--- src/hdl/crse_pkg.sv ---
// ----------------------------------------------------------------------------
// crse_pkg
// Shared constants, types and sizing functions for the Catmull-Rom segment
// evaluator.
// ----------------------------------------------------------------------------
package crse_pkg;

    localparam int COORD_BITS_DEF  = 16;
    localparam int T_FRAC_BITS_DEF = 16;
    localparam int MUL_CHUNK_BITS  = 32;
    localparam int OUT_W           = 18;
    localparam int STEP_W          = 2;

    localparam logic signed [OUT_W-1:0] OUT_MAX = 18'sh1FFFF;
    localparam logic signed [OUT_W-1:0] OUT_MIN = 18'sh20000;

    typedef enum logic [1:0] {
        ACT_PUSH  = 2'd0,
        ACT_POS   = 2'd1,
        ACT_DERIV = 2'd2
    } crse_action_t;

    typedef struct packed {
        logic              push;
        logic              load;
        logic              start;
        logic              issue;
        logic              accum;
        logic              add;
        logic              round;
        logic              sat;
        logic              emit;
        logic              deriv;
        logic [STEP_W-1:0] step;
    } crse_ctl_t;

    function automatic int sum_width(int coord_bits, int t_frac_bits);
        return coord_bits + 3 * t_frac_bits + 6;
    endfunction

    function automatic int chunk_count(int coord_bits, int t_frac_bits);
        return (sum_width(coord_bits, t_frac_bits) + MUL_CHUNK_BITS - 1) / MUL_CHUNK_BITS;
    endfunction

endpackage

--- src/hdl/crse_lane.sv ---
// ----------------------------------------------------------------------------
// crse_lane
// One coordinate lane: point window, basis coefficients, chunked Horner
// multiply-accumulate, rounding and saturation.
// ----------------------------------------------------------------------------
module crse_lane
    import crse_pkg::*;
#(
    parameter int COORD_BITS  = COORD_BITS_DEF,
    parameter int T_FRAC_BITS = T_FRAC_BITS_DEF
)
(
    input  logic                          clk,
    input  logic                          rst_n,
    input  crse_ctl_t                     ctl,
    input  logic signed [COORD_BITS-1:0]  point_in,
    input  logic [T_FRAC_BITS:0]          t_val,
    output logic signed [OUT_W-1:0]       result
);

    localparam int CO_W   = COORD_BITS + 5;
    localparam int NCH    = chunk_count(COORD_BITS, T_FRAC_BITS);
    localparam int PAD_W  = NCH * MUL_CHUNK_BITS;
    localparam int PROD_W = MUL_CHUNK_BITS + T_FRAC_BITS + 1;

    logic signed [COORD_BITS-1:0] win_reg [4];

    logic signed [CO_W-1:0] p0e, p1e, p2e, p3e;
    logic signed [CO_W-1:0] coef_a, coef_b, coef_c, coef_c3;
    logic signed [CO_W-1:0] a_reg, b_reg, d_reg;

    logic [PAD_W-1:0]        acc_reg;
    logic [PAD_W-1:0]        mcand_reg;
    logic [PROD_W-1:0]       prod_reg;
    logic [PAD_W-1:0]        addend;
    logic [PAD_W-1:0]        half;
    logic [PAD_W-1:0]        acc_shl;
    logic signed [PAD_W-1:0] acc_s;
    logic signed [PAD_W-1:0] scaled;
    logic signed [PAD_W-1:0] sat_hi;
    logic signed [PAD_W-1:0] sat_lo;
    logic signed [OUT_W-1:0] result_reg;

    function automatic logic [PAD_W-1:0] widen(logic signed [CO_W-1:0] v);
        return {{(PAD_W-CO_W){v[CO_W-1]}}, v};
    endfunction

    // hold four latest points, newest at the top
    always_ff @(posedge clk or negedge rst_n)
    begin
        if (!rst_n)
        begin
            for (int i = 0; i < 4; i++)
            begin
                win_reg[i] <= '0;
            end
        end
        else if (ctl.push)
        begin
            win_reg[0] <= win_reg[1];
            win_reg[1] <= win_reg[2];
            win_reg[2] <= win_reg[3];
            win_reg[3] <= point_in;
        end
    end

    assign p0e = {{5{win_reg[0][COORD_BITS-1]}}, win_reg[0]};
    assign p1e = {{5{win_reg[1][COORD_BITS-1]}}, win_reg[1]};
    assign p2e = {{5{win_reg[2][COORD_BITS-1]}}, win_reg[2]};
    assign p3e = {{5{win_reg[3][COORD_BITS-1]}}, win_reg[3]};

    assign coef_a  = p2e - p0e;
    assign coef_b  = (p0e <<< 1) - (p1e <<< 2) - p1e + (p2e <<< 2) - p3e;
    assign coef_c  = (p1e <<< 1) + p1e - (p2e <<< 1) - p2e + p3e - p0e;
    assign coef_c3 = (coef_c <<< 1) + coef_c;

    always_comb
    begin
        case (ctl.step)
            2'd0:    addend = widen(b_reg) << T_FRAC_BITS;
            2'd1:    addend = widen(a_reg) << (2 * T_FRAC_BITS);
            default: addend = widen(d_reg) << (3 * T_FRAC_BITS);
        endcase
    end

    assign half = ctl.deriv ? ({{(PAD_W-1){1'b0}}, 1'b1} << (2 * T_FRAC_BITS))
                            : ({{(PAD_W-1){1'b0}}, 1'b1} << (3 * T_FRAC_BITS));

    assign acc_shl = {acc_reg[PAD_W-MUL_CHUNK_BITS-1:0], {MUL_CHUNK_BITS{1'b0}}};

    assign acc_s  = acc_reg;
    assign scaled = ctl.deriv ? (acc_s >>> (2 * T_FRAC_BITS + 1))
                              : (acc_s >>> (3 * T_FRAC_BITS + 1));
    assign sat_hi = {{(PAD_W-OUT_W){1'b0}}, OUT_MAX};
    assign sat_lo = {{(PAD_W-OUT_W){1'b1}}, OUT_MIN};

    always_ff @(posedge clk)
    begin
        if (ctl.load)
        begin
            a_reg   <= coef_a;
            b_reg   <= ctl.deriv ? (coef_b <<< 1) : coef_b;
            d_reg   <= p1e <<< 1;
            acc_reg <= widen(ctl.deriv ? coef_c3 : coef_c);
        end
        else if (ctl.start)
        begin
            acc_reg <= '0;
        end
        else if (ctl.accum)
        begin
            acc_reg <= acc_shl + {{(PAD_W-PROD_W){1'b0}}, prod_reg};
        end
        else if (ctl.add)
        begin
            acc_reg <= acc_reg + addend;
        end
        else if (ctl.round)
        begin
            acc_reg <= acc_reg + half;
        end

        if (ctl.start)
        begin
            mcand_reg <= acc_reg;
        end
        else if (ctl.issue)
        begin
            mcand_reg <= {mcand_reg[PAD_W-MUL_CHUNK_BITS-1:0], {MUL_CHUNK_BITS{1'b0}}};
        end

        if (ctl.issue)
        begin
            prod_reg <= mcand_reg[PAD_W-1 -: MUL_CHUNK_BITS] * t_val;
        end

        if (ctl.sat)
        begin
            if (scaled > sat_hi)
            begin
                result_reg <= OUT_MAX;
            end
            else if (scaled < sat_lo)
            begin
                result_reg <= OUT_MIN;
            end
            else
            begin
                result_reg <= scaled[OUT_W-1:0];
            end
        end
    end

    assign result = result_reg;

endmodule

--- config.mk ---
export PLATFORM = sky130hd
export DESIGN_NAME = crse_lane
export DESIGN_NICKNAME = d
export VERILOG_FILES = /design/src/hdl/crse_pkg.sv /design/src/hdl/crse_lane.sv
export SDC_FILE = /design/constraint.sdc
export NUM_CORES = 2
export LEC_CHECK = 0
export BUFFER_PORTS_ARGS = -buffer_cell sky130_fd_sc_hd__buf_2
export CORE_ASPECT_RATIO = 2
export CORE_MARGIN = 3
export CORE_UTILIZATION = 35
export CTS_CLUSTER_DIAMETER = 100
export DETAILED_ROUTE_END_ITERATION = 6
export GPL_ROUTABILITY_DRIVEN = 0
export GPL_TIMING_DRIVEN = 0
export PLACE_DENSITY = 0.46
export SLEW_MARGIN = 0
export SYNTH_ARGS = -nofsm -noshare
export SYNTH_HDL_FRONTEND = slang
export SYNTH_SLANG_ARGS = --single-unit
--- constraint.sdc ---
create_clock -name clk -period 7.55 [get_ports clk]
set_clock_uncertainty 0.2 [all_clocks]
set_input_delay 0 -clock clk [delete_from_list [all_inputs] [get_ports clk]]
set_output_delay 0 -clock clk [all_outputs]
set_load 0.02 [all_outputs]
==> metrics.txt <==
Cell variety after synth 80; crit start category register; post-route cell area 0.0501 mm^2; crit end category register; Post-Syn Area per Cell 9.45 um^2; Data arrival, critical path 7.46 ns; most common cell after layout, fill and taps aside inv_1; CP Max Fanout 10; Slew Viols, Final 0; Remaining Overflow, GRT 0; Slew @ Worst Pin 1.29 ns; initial DRC count 2,100; drt pass-1 iters 7; hold endpoint acc_reg[56]; Setup TNS 0 ns; Root Buffer Master clkbuf_16; Syn Inst Count roughly 4,700; ratio of final minimum period to clock period 0.980; core area 0.126 mm^2; Std-Cell Rows between 150 and 200; met2 Use GR 0.531; number of synthesized flops with an enable pin 313; area leader, netlist fa_1; Top Ports 65; status finished, violations left; Synth-to-Final Area Change 12.1%; sequential area share after synthesis 0.246; Syn. warnings 0; Tmin final between 7 and 8 ns; failing checks design-rule violations; Slew Limit Headroom 0.142; Max clock buf depth 3; Reg-to-Reg End acc_reg[58]; worst min-delay path class input pin to register; final hold viol count 0; drt wl/cell 26.9 um; number of fill cells 12,984; Post-layout nets between 5,000 and 6,000; post-synth design cell area 0.0447 mm^2; fin util 0.397; final wirelength 179 mm; Hold Startpoint ctl[5]; Fmax achieved 135 MHz; most frequent cells in the layout inv_1, nand2_1, fa_1; largest net degree at the start of global routing 68; H-tree lvl count 2; via count 35,033; Die Height 511 um; Total GRT Usage 0.273; WHS Path Cells 2; die area roughly 0.13 mm^2; Post-Place Setup Slack -1.47 ns; vias in the first global route 38,605; Reg2Reg Launch Point p1e[10]; worst skew pair latency 0.60 ns; TritonCTS Sinks 377; reg2reg path depth 27; post-synth top area share 0.255; first-pass GRT wire length 261 mm; port bufs 58; routed vias/inst 5.26; Syn Nets about 5,600; ANT nets after route 0; # DRC 4; met1 Use GR 0.241; initial cell density of the core 0.354; Max-Cap Viols 0; CTS buffer count 38; ranking of synthesized cells by area fa_1, edfxtp_1, ha_1; r2r setup slk approximately 0.15 ns; clock tree from TritonCTS built; WP data required roughly 7.6 ns; Top FF cell, synth edfxtp_1; gr busiest metal met2; DPL Wire Length 151 mm; WS Path Type register to register; initial antenna violation count 9; Final Setup Violations 0; layout cells sized above 1 0.0834; FF+latch count, synth 377; fraction of registers with async set or reset after synthesis 0.170; worst setup margin ~0.15 ns; GR Util met3 0.0230; Cell Area, Placed 0.0472 mm^2; clk slew on worst S/H paths 0.06 ns; Die Span X 259 um; FF/Latch Area 0.0110 mm^2; area of the multi-input gates 0.0305 mm^2
## routing by layer
layer  share of wire  vias up
met2            0.55      971
met3           0.028      545
met4            0.12        2
li1                -    15941
met5        0.000073        -
met1            0.30    17574
## synthesized netlist by cell type (all sizes together), types with 24 or more instances
library cell  count
nand2b           24
a21o             87
fa              569
and2            268
nor2            151
nand3            62
o221ai           27
and3             29
mux2             75
mux2i            34
o21bai           37
ha              301
xnor2           137
nand4            46
edfxtp          313
clkbuf          186
nand2           630
inv             745
o21ai           264
dfrtp            64
xor2             99
nor2b            29
a21oi           235
nor3             46
## worst max-delay path by stage
stage	start	endpoint	slack, ns	depth (start not counted)
2_1_floorplan	mcand_reg[77]	prod_reg[48]	0.80	23
3_3_place_gp	mcand_reg[65]	prod_reg[47]	-1.52	22
3_5_place_dp	mcand_reg[65]	prod_reg[47]	-1.47	22
4_1_cts	mcand_reg[75]	prod_reg[47]	0.002	25
5_1_grt	p1e[8]	acc_reg[84]	-0.01	29
6_report	p1e[10]	acc_reg[58]	0.15	27
## kinds of logic after synthesis
family                     share of synthesized area
AOI/OAI and AO/OA                              0.116
xor gates and xnor gates                      0.0464
adders and majority gates                      0.339
buffers and inverters                         0.0807
DFF                                            0.246
muxes                                         0.0265
and+or+nand+nor                                0.145
## per-stage QoR
step | std cells | hold WS [ns]
global placement | 6463 | 0.00912
global route | 6650 | 0.0796
finish | 6655 | 0.0430
CTS | 6622 | 0.0386
detailed placement | 6467 | -0.381
floorplan | 4731 | -0.496
## worst max-delay path: stages, from the launching register on
cell and delay [ns]:
dfrtp_2 0.49, inv_1 0.20, fa_1 0.54, inv_1 0.05
fa_1 0.54, inv_1 0.08, fa_1 0.53, inv_1 0.07
ha_1 0.33, inv_1 0.11, nor3_2 0.30, o311ai_4 0.18
a21boi_4 0.30, nor2_2 0.10, xnor2_4 0.27, ha_1 0.32
and3_1 0.19, a221o_1 0.38, nor3_2 0.23, o21ai_1 0.14
a31o_2 0.28, nand3_1 0.10, and3_1 0.18, o21ai_2 0.09
xnor2_1 0.17, nand2_2 0.20, buf_2 0.27, o21ai_0 0.22
## cell type report
type                       instances  share of cell area
antenna                            7            0.000350
buffer                           201              0.0193
clock buffer                      50              0.0207
clock inverter                    18             0.00342
inverter                         745              0.0560
multi-input combinational       3405               0.609
sequential                       377               0.220
tap                             1674              0.0418
timing repair buffer             178              0.0300
## repair_timing
item | CTS | global route
hold buffers | 48 | 1
endpoints found under the hold margin | 119 | 54
setup buffers | 41 | 26
gates resized for setup | 105 | 68
pin swaps | 7 | 20
endpoints found under the setup margin | 106 | 86
Power is left out: the tool's default activity adds up to more than one toggle a clock period on the data nets, which glitch-free logic cannot reach.
