[config.mk]
export PLATFORM = sky130hd
export DESIGN_NAME = crse_ctrl
export DESIGN_NICKNAME = d
export VERILOG_FILES = /design/src/hdl/crse_pkg.sv /design/src/hdl/crse_ctrl.sv
export SDC_FILE = /design/constraint.sdc
export NUM_CORES = 1
export LEC_CHECK = 0
export ABC_AREA = 1
export BUFFER_PORTS_ARGS = -buffer_cell sky130_fd_sc_hd__buf_2
export CAP_MARGIN = 20
export CORE_MARGIN = 8
export CORE_UTILIZATION = 46
export CTS_BUF_LIST = sky130_fd_sc_hd__clkbuf_4 sky130_fd_sc_hd__clkbuf_8
export DETAILED_ROUTE_END_ITERATION = 16
export HOLD_SLACK_MARGIN = 0.08
export PLACE_DENSITY = 0.77
export REMOVE_ABC_BUFFERS = 1
export SETUP_SLACK_MARGIN = 0.15
export SLEW_MARGIN = 30
export SYNTH_ARGS = -nofsm -noshare
export SYNTH_HDL_FRONTEND = slang
export SYNTH_SLANG_ARGS = --single-unit
[constraint.sdc]
create_clock -name clk -period 2.8 [get_ports clk]
set_clock_uncertainty 0.1 [all_clocks]
set_input_delay 0.42 -clock clk [delete_from_list [all_inputs] [get_ports clk]]
set_output_delay 0.42 -clock clk [all_outputs]
set_load 0.05 [all_outputs]
[src/hdl/crse_pkg.sv]
// ----------------------------------------------------------------------------
// crse_pkg
// Shared constants, types and sizing functions for the Catmull-Rom segment
// evaluator.
// ----------------------------------------------------------------------------
package crse_pkg;

    localparam int COORD_BITS_DEF  = 16;
    localparam int T_FRAC_BITS_DEF = 16;
    localparam int MUL_CHUNK_BITS  = 32;
    localparam int OUT_W           = 18;
    localparam int STEP_W          = 2;

    localparam logic signed [OUT_W-1:0] OUT_MAX = 18'sh1FFFF;
    localparam logic signed [OUT_W-1:0] OUT_MIN = 18'sh20000;

    typedef enum logic [1:0] {
        ACT_PUSH  = 2'd0,
        ACT_POS   = 2'd1,
        ACT_DERIV = 2'd2
    } crse_action_t;

    typedef struct packed {
        logic              push;
        logic              load;
        logic              start;
        logic              issue;
        logic              accum;
        logic              add;
        logic              round;
        logic              sat;
        logic              emit;
        logic              deriv;
        logic [STEP_W-1:0] step;
    } crse_ctl_t;

    function automatic int sum_width(int coord_bits, int t_frac_bits);
        return coord_bits + 3 * t_frac_bits + 6;
    endfunction

    function automatic int chunk_count(int coord_bits, int t_frac_bits);
        return (sum_width(coord_bits, t_frac_bits) + MUL_CHUNK_BITS - 1) / MUL_CHUNK_BITS;
    endfunction

endpackage

[src/hdl/crse_ctrl.sv]
// ----------------------------------------------------------------------------
// crse_ctrl
// Sequencer shared by the lanes: accepts commands, steps the Horner
// evaluation and hands finished words to the output register.
// ----------------------------------------------------------------------------
module crse_ctrl
    import crse_pkg::*;
#(
    parameter int COORD_BITS  = COORD_BITS_DEF,
    parameter int T_FRAC_BITS = T_FRAC_BITS_DEF
)
(
    input  logic                  clk,
    input  logic                  rst_n,
    input  logic                  cmd_valid,
    input  logic [1:0]            cmd_action,
    input  logic [T_FRAC_BITS:0]  cmd_t,
    input  logic                  res_ready,
    output logic                  cmd_ready,
    output logic                  res_valid,
    output crse_ctl_t             ctl,
    output logic [T_FRAC_BITS:0]  t_val
);

    localparam int NCH   = chunk_count(COORD_BITS, T_FRAC_BITS);
    localparam int CNT_W = $clog2(NCH + 1);

    localparam logic [T_FRAC_BITS:0] T_ONE = {1'b1, {T_FRAC_BITS{1'b0}}};

    typedef enum logic [2:0] {
        ST_IDLE,
        ST_LOAD,
        ST_START,
        ST_MUL,
        ST_ADD,
        ST_ROUND,
        ST_SAT,
        ST_DONE
    } state_t;

    state_t              state_reg;
    logic [CNT_W-1:0]    cnt_reg;
    logic [STEP_W-1:0]   step_reg;
    logic                deriv_reg;
    logic                res_valid_reg;
    logic [T_FRAC_BITS:0] t_reg;

    logic cmd_fire;
    logic last_step;
    logic emit;

    assign cmd_ready = (state_reg == ST_IDLE);
    assign cmd_fire  = cmd_valid && cmd_ready;
    assign last_step = deriv_reg ? (step_reg == STEP_W'(1)) : (step_reg == STEP_W'(2));
    assign emit      = (state_reg == ST_DONE) && (!res_valid_reg || res_ready);

    always_ff @(posedge clk or negedge rst_n)
    begin
        if (!rst_n)
        begin
            state_reg     <= ST_IDLE;
            cnt_reg       <= '0;
            step_reg      <= '0;
            deriv_reg     <= 1'b0;
            res_valid_reg <= 1'b0;
        end
        else
        begin
            if (emit)
            begin
                res_valid_reg <= 1'b1;
            end
            else if (res_ready)
            begin
                res_valid_reg <= 1'b0;
            end

            unique case (state_reg)
                ST_IDLE:
                begin
                    if (cmd_fire)
                    begin
                        unique case (cmd_action) inside
                            ACT_POS, ACT_DERIV:
                            begin
                                deriv_reg <= (cmd_action == ACT_DERIV);
                                state_reg <= ST_LOAD;
                            end
                            default:
                            begin
                                state_reg <= ST_IDLE;
                            end
                        endcase
                    end
                end
                ST_LOAD:
                begin
                    step_reg  <= '0;
                    state_reg <= ST_START;
                end
                ST_START:
                begin
                    cnt_reg   <= '0;
                    state_reg <= ST_MUL;
                end
                ST_MUL:
                begin
                    cnt_reg <= cnt_reg + CNT_W'(1);
                    if (cnt_reg == CNT_W'(NCH))
                    begin
                        state_reg <= ST_ADD;
                    end
                end
                ST_ADD:
                begin
                    if (last_step)
                    begin
                        state_reg <= ST_ROUND;
                    end
                    else
                    begin
                        step_reg  <= step_reg + STEP_W'(1);
                        state_reg <= ST_START;
                    end
                end
                ST_ROUND:
                begin
                    state_reg <= ST_SAT;
                end
                ST_SAT:
                begin
                    state_reg <= ST_DONE;
                end
                ST_DONE:
                begin
                    if (emit)
                    begin
                        state_reg <= ST_IDLE;
                    end
                end
                default:
                begin
                    state_reg <= ST_IDLE;
                end
            endcase
        end
    end

    // clamp t to one
    always_ff @(posedge clk)
    begin
        if (cmd_fire)
        begin
            t_reg <= (cmd_t > T_ONE) ? T_ONE : cmd_t;
        end
    end

    always_comb
    begin
        ctl       = '0;
        ctl.push  = cmd_fire && (cmd_action == ACT_PUSH);
        ctl.load  = (state_reg == ST_LOAD);
        ctl.start = (state_reg == ST_START);
        ctl.issue = (state_reg == ST_MUL) && (cnt_reg != CNT_W'(NCH));
        ctl.accum = (state_reg == ST_MUL) && (cnt_reg != '0);
        ctl.add   = (state_reg == ST_ADD);
        ctl.round = (state_reg == ST_ROUND);
        ctl.sat   = (state_reg == ST_SAT);
        ctl.emit  = emit;
        ctl.deriv = deriv_reg;
        ctl.step  = step_reg;
    end

    assign res_valid = res_valid_reg;
    assign t_val     = t_reg;

endmodule

==> implementation parameters <==
Parameter                              Value

Global route
  Congestion Overflow GR    0
  Antenna violations before repair    0
  Pin count of the biggest net entering global routing    18
  Total GRT Usage    0.121
  First-pass GRT wire length    5.15 mm
  Number of global-route vias before repair    1254

Setup path
  Crit path capture type    primary output
  Worst flop-to-flop path startpoint    state_reg[1]$_DFFE_PN0P_
  Max stage delay cell, worst path    dfrtp_1
  Critical path arrival    1580 ps
  Worst path cell trace    inv_1 > nand2_1 > nor2_1 > nand2_1 > nor2_1 > buf_2
  Max incr delay on CP    430 ps
  Flop2flop setup slack    950 ps
  Worst Setup Start Kind    flop
  Maximum fanout encountered on the critical timing path    4
  Cell count of the worst reg-to-reg path    5
  Type of the setup path with the least slack    reg -> out
  RR Endpoint    t_val[16]$_SDFFCE_PN1P_
  Data required time of the critical path    2280 ps

Detailed routing
  Total wire length    2.96 mm
  Drt drc    0
  Vias per cell    4.93
  First-pass detailed-route iteration total    4
  Total via count after detailed routing    1149
  DR WL/cell    12.7 um
  DRT antenna net count    0
  DRC violation total after the first TritonRoute iteration    91

Yosys
  Multiplexer share of the synthesized area    0
  Cell types occupying the most area after synthesis    edfxtp_1, dfrtp_1, nand2_1, inv_1, nor2_1
  Cells after Synth    149
  Combinational family with the most area after synthesis    simple AND/OR/NAND/NOR gates
  Synthesized-area fraction occupied by adder cells    0.0373
  Largest area contributor in the netlist    edfxtp_1
  Post-Syn Area    1340 um^2
  Count of unique library cells instantiated by Yosys    20
  Portion of the post-synthesis area used by sequential elements    0.549
  Post-synthesis average cell area    9.00 um^2
  Parity-gate share of the synthesized area counting xor and xnor cells    0.00653
  Area fraction in and, or, nand and nor cells after synthesis    0.210
  Post-synthesis sequential element count    26
  Number of warnings printed during yosys synthesis    0
  Share of the synthesized area in the top cell type    0.381
  Synth Area in Compound Gates    0.104

Timing
  Transition time of the tightest slew-check pin    624 ps
  Sum of negative setup slack    0 ps
  Max transition margin    0.583
  Worst slack on hold paths    267 ps
  Number of endpoints failing setup at the final stage    0
  Unrepaired setup endpoints after global routing    no
  Fmax    475 MHz
  Total count of hold-check failures in the final report    0
  Final period utilization    0.751
  Final Max Slew Viols    0
  Final period demand of the worst path    2100 ps

Pwr
  Worst voltage drop across the vdd grid    0.000855 V
  Power density relative to cell area    893 nW/um^2
  Leakage    0.864 nW

Placed design
  Global placer's final weighted congestion    0.908
  Count of buffers from port buffering    53
  Total instance count after detailed placement    228
  Total half-perimeter wirelength after legalization and detailed placement    2.42 mm

Finish
  Fraction of final layout cells sized beyond drive strength 1    0.307
  Non-filler cells, final    233
  Largest register FFs    17
  Final Net Count    230
  Area growth syn-to-layout    23.6%
  Diodes inserted    0
  Layout filler cell count    244

Floorplanning
  Number of standard-cell rows in the floorplan    19
  Initial Util    0.486
  Die W    70 um
  Ports    54
  Total die area    4900 um^2
  Die height    70 um
  Placeable core region    2760 um^2

Min path
  Class of the tightest hold or removal check    in -> reg
  Worst hold path cell count    4
  Worst min-delay path endpoint    res_valid$_DFFE_PN0P_
  Hold Path Origin    res_ready

CTS
  Max Root-Sink Buffers    2
  Clock Tree Root    clkbuf_4
  H-Tree Level Count    1
  Total clock sinks    26
  Clk pin slew, worst setup/hold paths    130 ps
  Post-CTS setup buffer count    0
  CTS tree    done
  Clock insertion delay at the later pin of the skew report    310 ps
  Total clock buffers created by CTS    3

Job
  Number of maximum-capacitance violations    0

Status
  Result of the run    finished clean
[area by class of cell]
class / count / area (um^2) / area share
Multi-Input combinational cell: 92 / 480 / 0.290
Inverter: 26 / 97.6 / 0.0589
Tap cell: 31 / 38.8 / 0.0234
Clock buffer: 4 / 30.0 / 0.0181
Timing Repair Buffer: 54 / 275 / 0.166
Sequential cell: 26 / 736 / 0.444
[metrics by stage]
stage          total power [W]  instance area, um^2  setup WS [ps]  utilization
2_1_floorplan          0.00114                 1310            154            -
3_3_place_gp           0.00130                 1620           1060        0.587
3_5_place_dp           0.00132                 1620            975        0.587
4_1_cts                0.00149                 1660            705        0.601
5_1_grt                0.00158                 1660            599        0.601
6_report               0.00148                 1660            697        0.601
[routing by layer]
metal | routed length, um | up-vias | share of wire | track usage
met1 | 1300 | 509 | 0.44 | 0.137
li1 | - | 576 | - | -
met4 | 14 | 0 | 0.0047 | 0.0290
met5 | 0 | - | 0 | 0
met3 | 356 | 2 | 0.12 | 0.0593
met2 | 1300 | 62 | 0.44 | 0.200
[cell usage after synthesis]
library cell,instances
a21boi_0,6
a21boi_1,10
a21oi_1,1
buf_2,1
buf_4,2
clkbuf_1,2
dfrtp_1,9
edfxtp_1,17
ha_1,4
inv_1,24
inv_2,2
nand2_1,29
nand3_1,11
nand3_2,1
nor2_1,24
nor2_2,1
nor2_4,1
o21ai_0,1
o21ai_1,2
xnor2_1,1
[report_power, final]
group	internal [W]	switching, W
Combinational	0.000177	0.000583
Sequential	0.000497	0.0000569
Clock	0.0000652	0.000102
[worst max-delay path by stage]
stage / slack [ps] / from / cells past startpoint / to
2_1_floorplan: 150 / state_reg[1]$_DFFE_PN0P_ / 5 / ctl[11]
3_3_place_gp: 1060 / state_reg[1]$_DFFE_PN0P_ / 5 / t_val[9]$_SDFFCE_PN0P_
3_5_place_dp: 970 / state_reg[1]$_DFFE_PN0P_ / 5 / t_val[8]$_SDFFCE_PN0P_
4_1_cts: 700 / state_reg[1]$_DFFE_PN0P_ / 6 / ctl[11]
5_1_grt: 600 / state_reg[1]$_DFFE_PN0P_ / 6 / ctl[11]
6_report: 700 / state_reg[1]$_DFFE_PN0P_ / 6 / ctl[11]
[cell usage in the layout (no fill, tap or decap)]
master	count
edfxtp_1	17
buf_2	53
o21ai_1	2
nor2_1	24
nand2_1	29
nand3_1	11
o21ai_0	1
nor2_2	1
xnor2_1	1
inv_2	2
a21oi_1	1
a21boi_0	6
inv_1	24
ha_1	4
dlygate4sd3_1	1
dfrtp_1	9
a21boi_1	10
nor2_4	1
clkbuf_4	4
nand3_2	1
[cell families after synthesis]
| kind of cell | Yosys count |
|---|---|
| adder cells (fa/ha/maj) | 4 |
| buffers and inverters | 31 |
| flip-flops | 26 |
| XOR/XNOR | 1 |
| AND/OR/NAND/NOR | 67 |
| AO/OA/AOI/OAI | 20 |
[timing repair]
item / in CTS / in global routing
hold buffers: 1 / 0
resized for setup: 0 / 0
setup endpoints to repair: 0 / 0
endpoints found under the hold margin: 9 / 0
[critical path: cells and delay by family, from the launching register on]
kind | cells | cell delay, ps
buffers and inverters | 2 | 390
AND/OR/NAND/NOR | 4 | 470
flip-flops | 1 | 430
No activity file was read; power rests on OpenSTA's default activity.
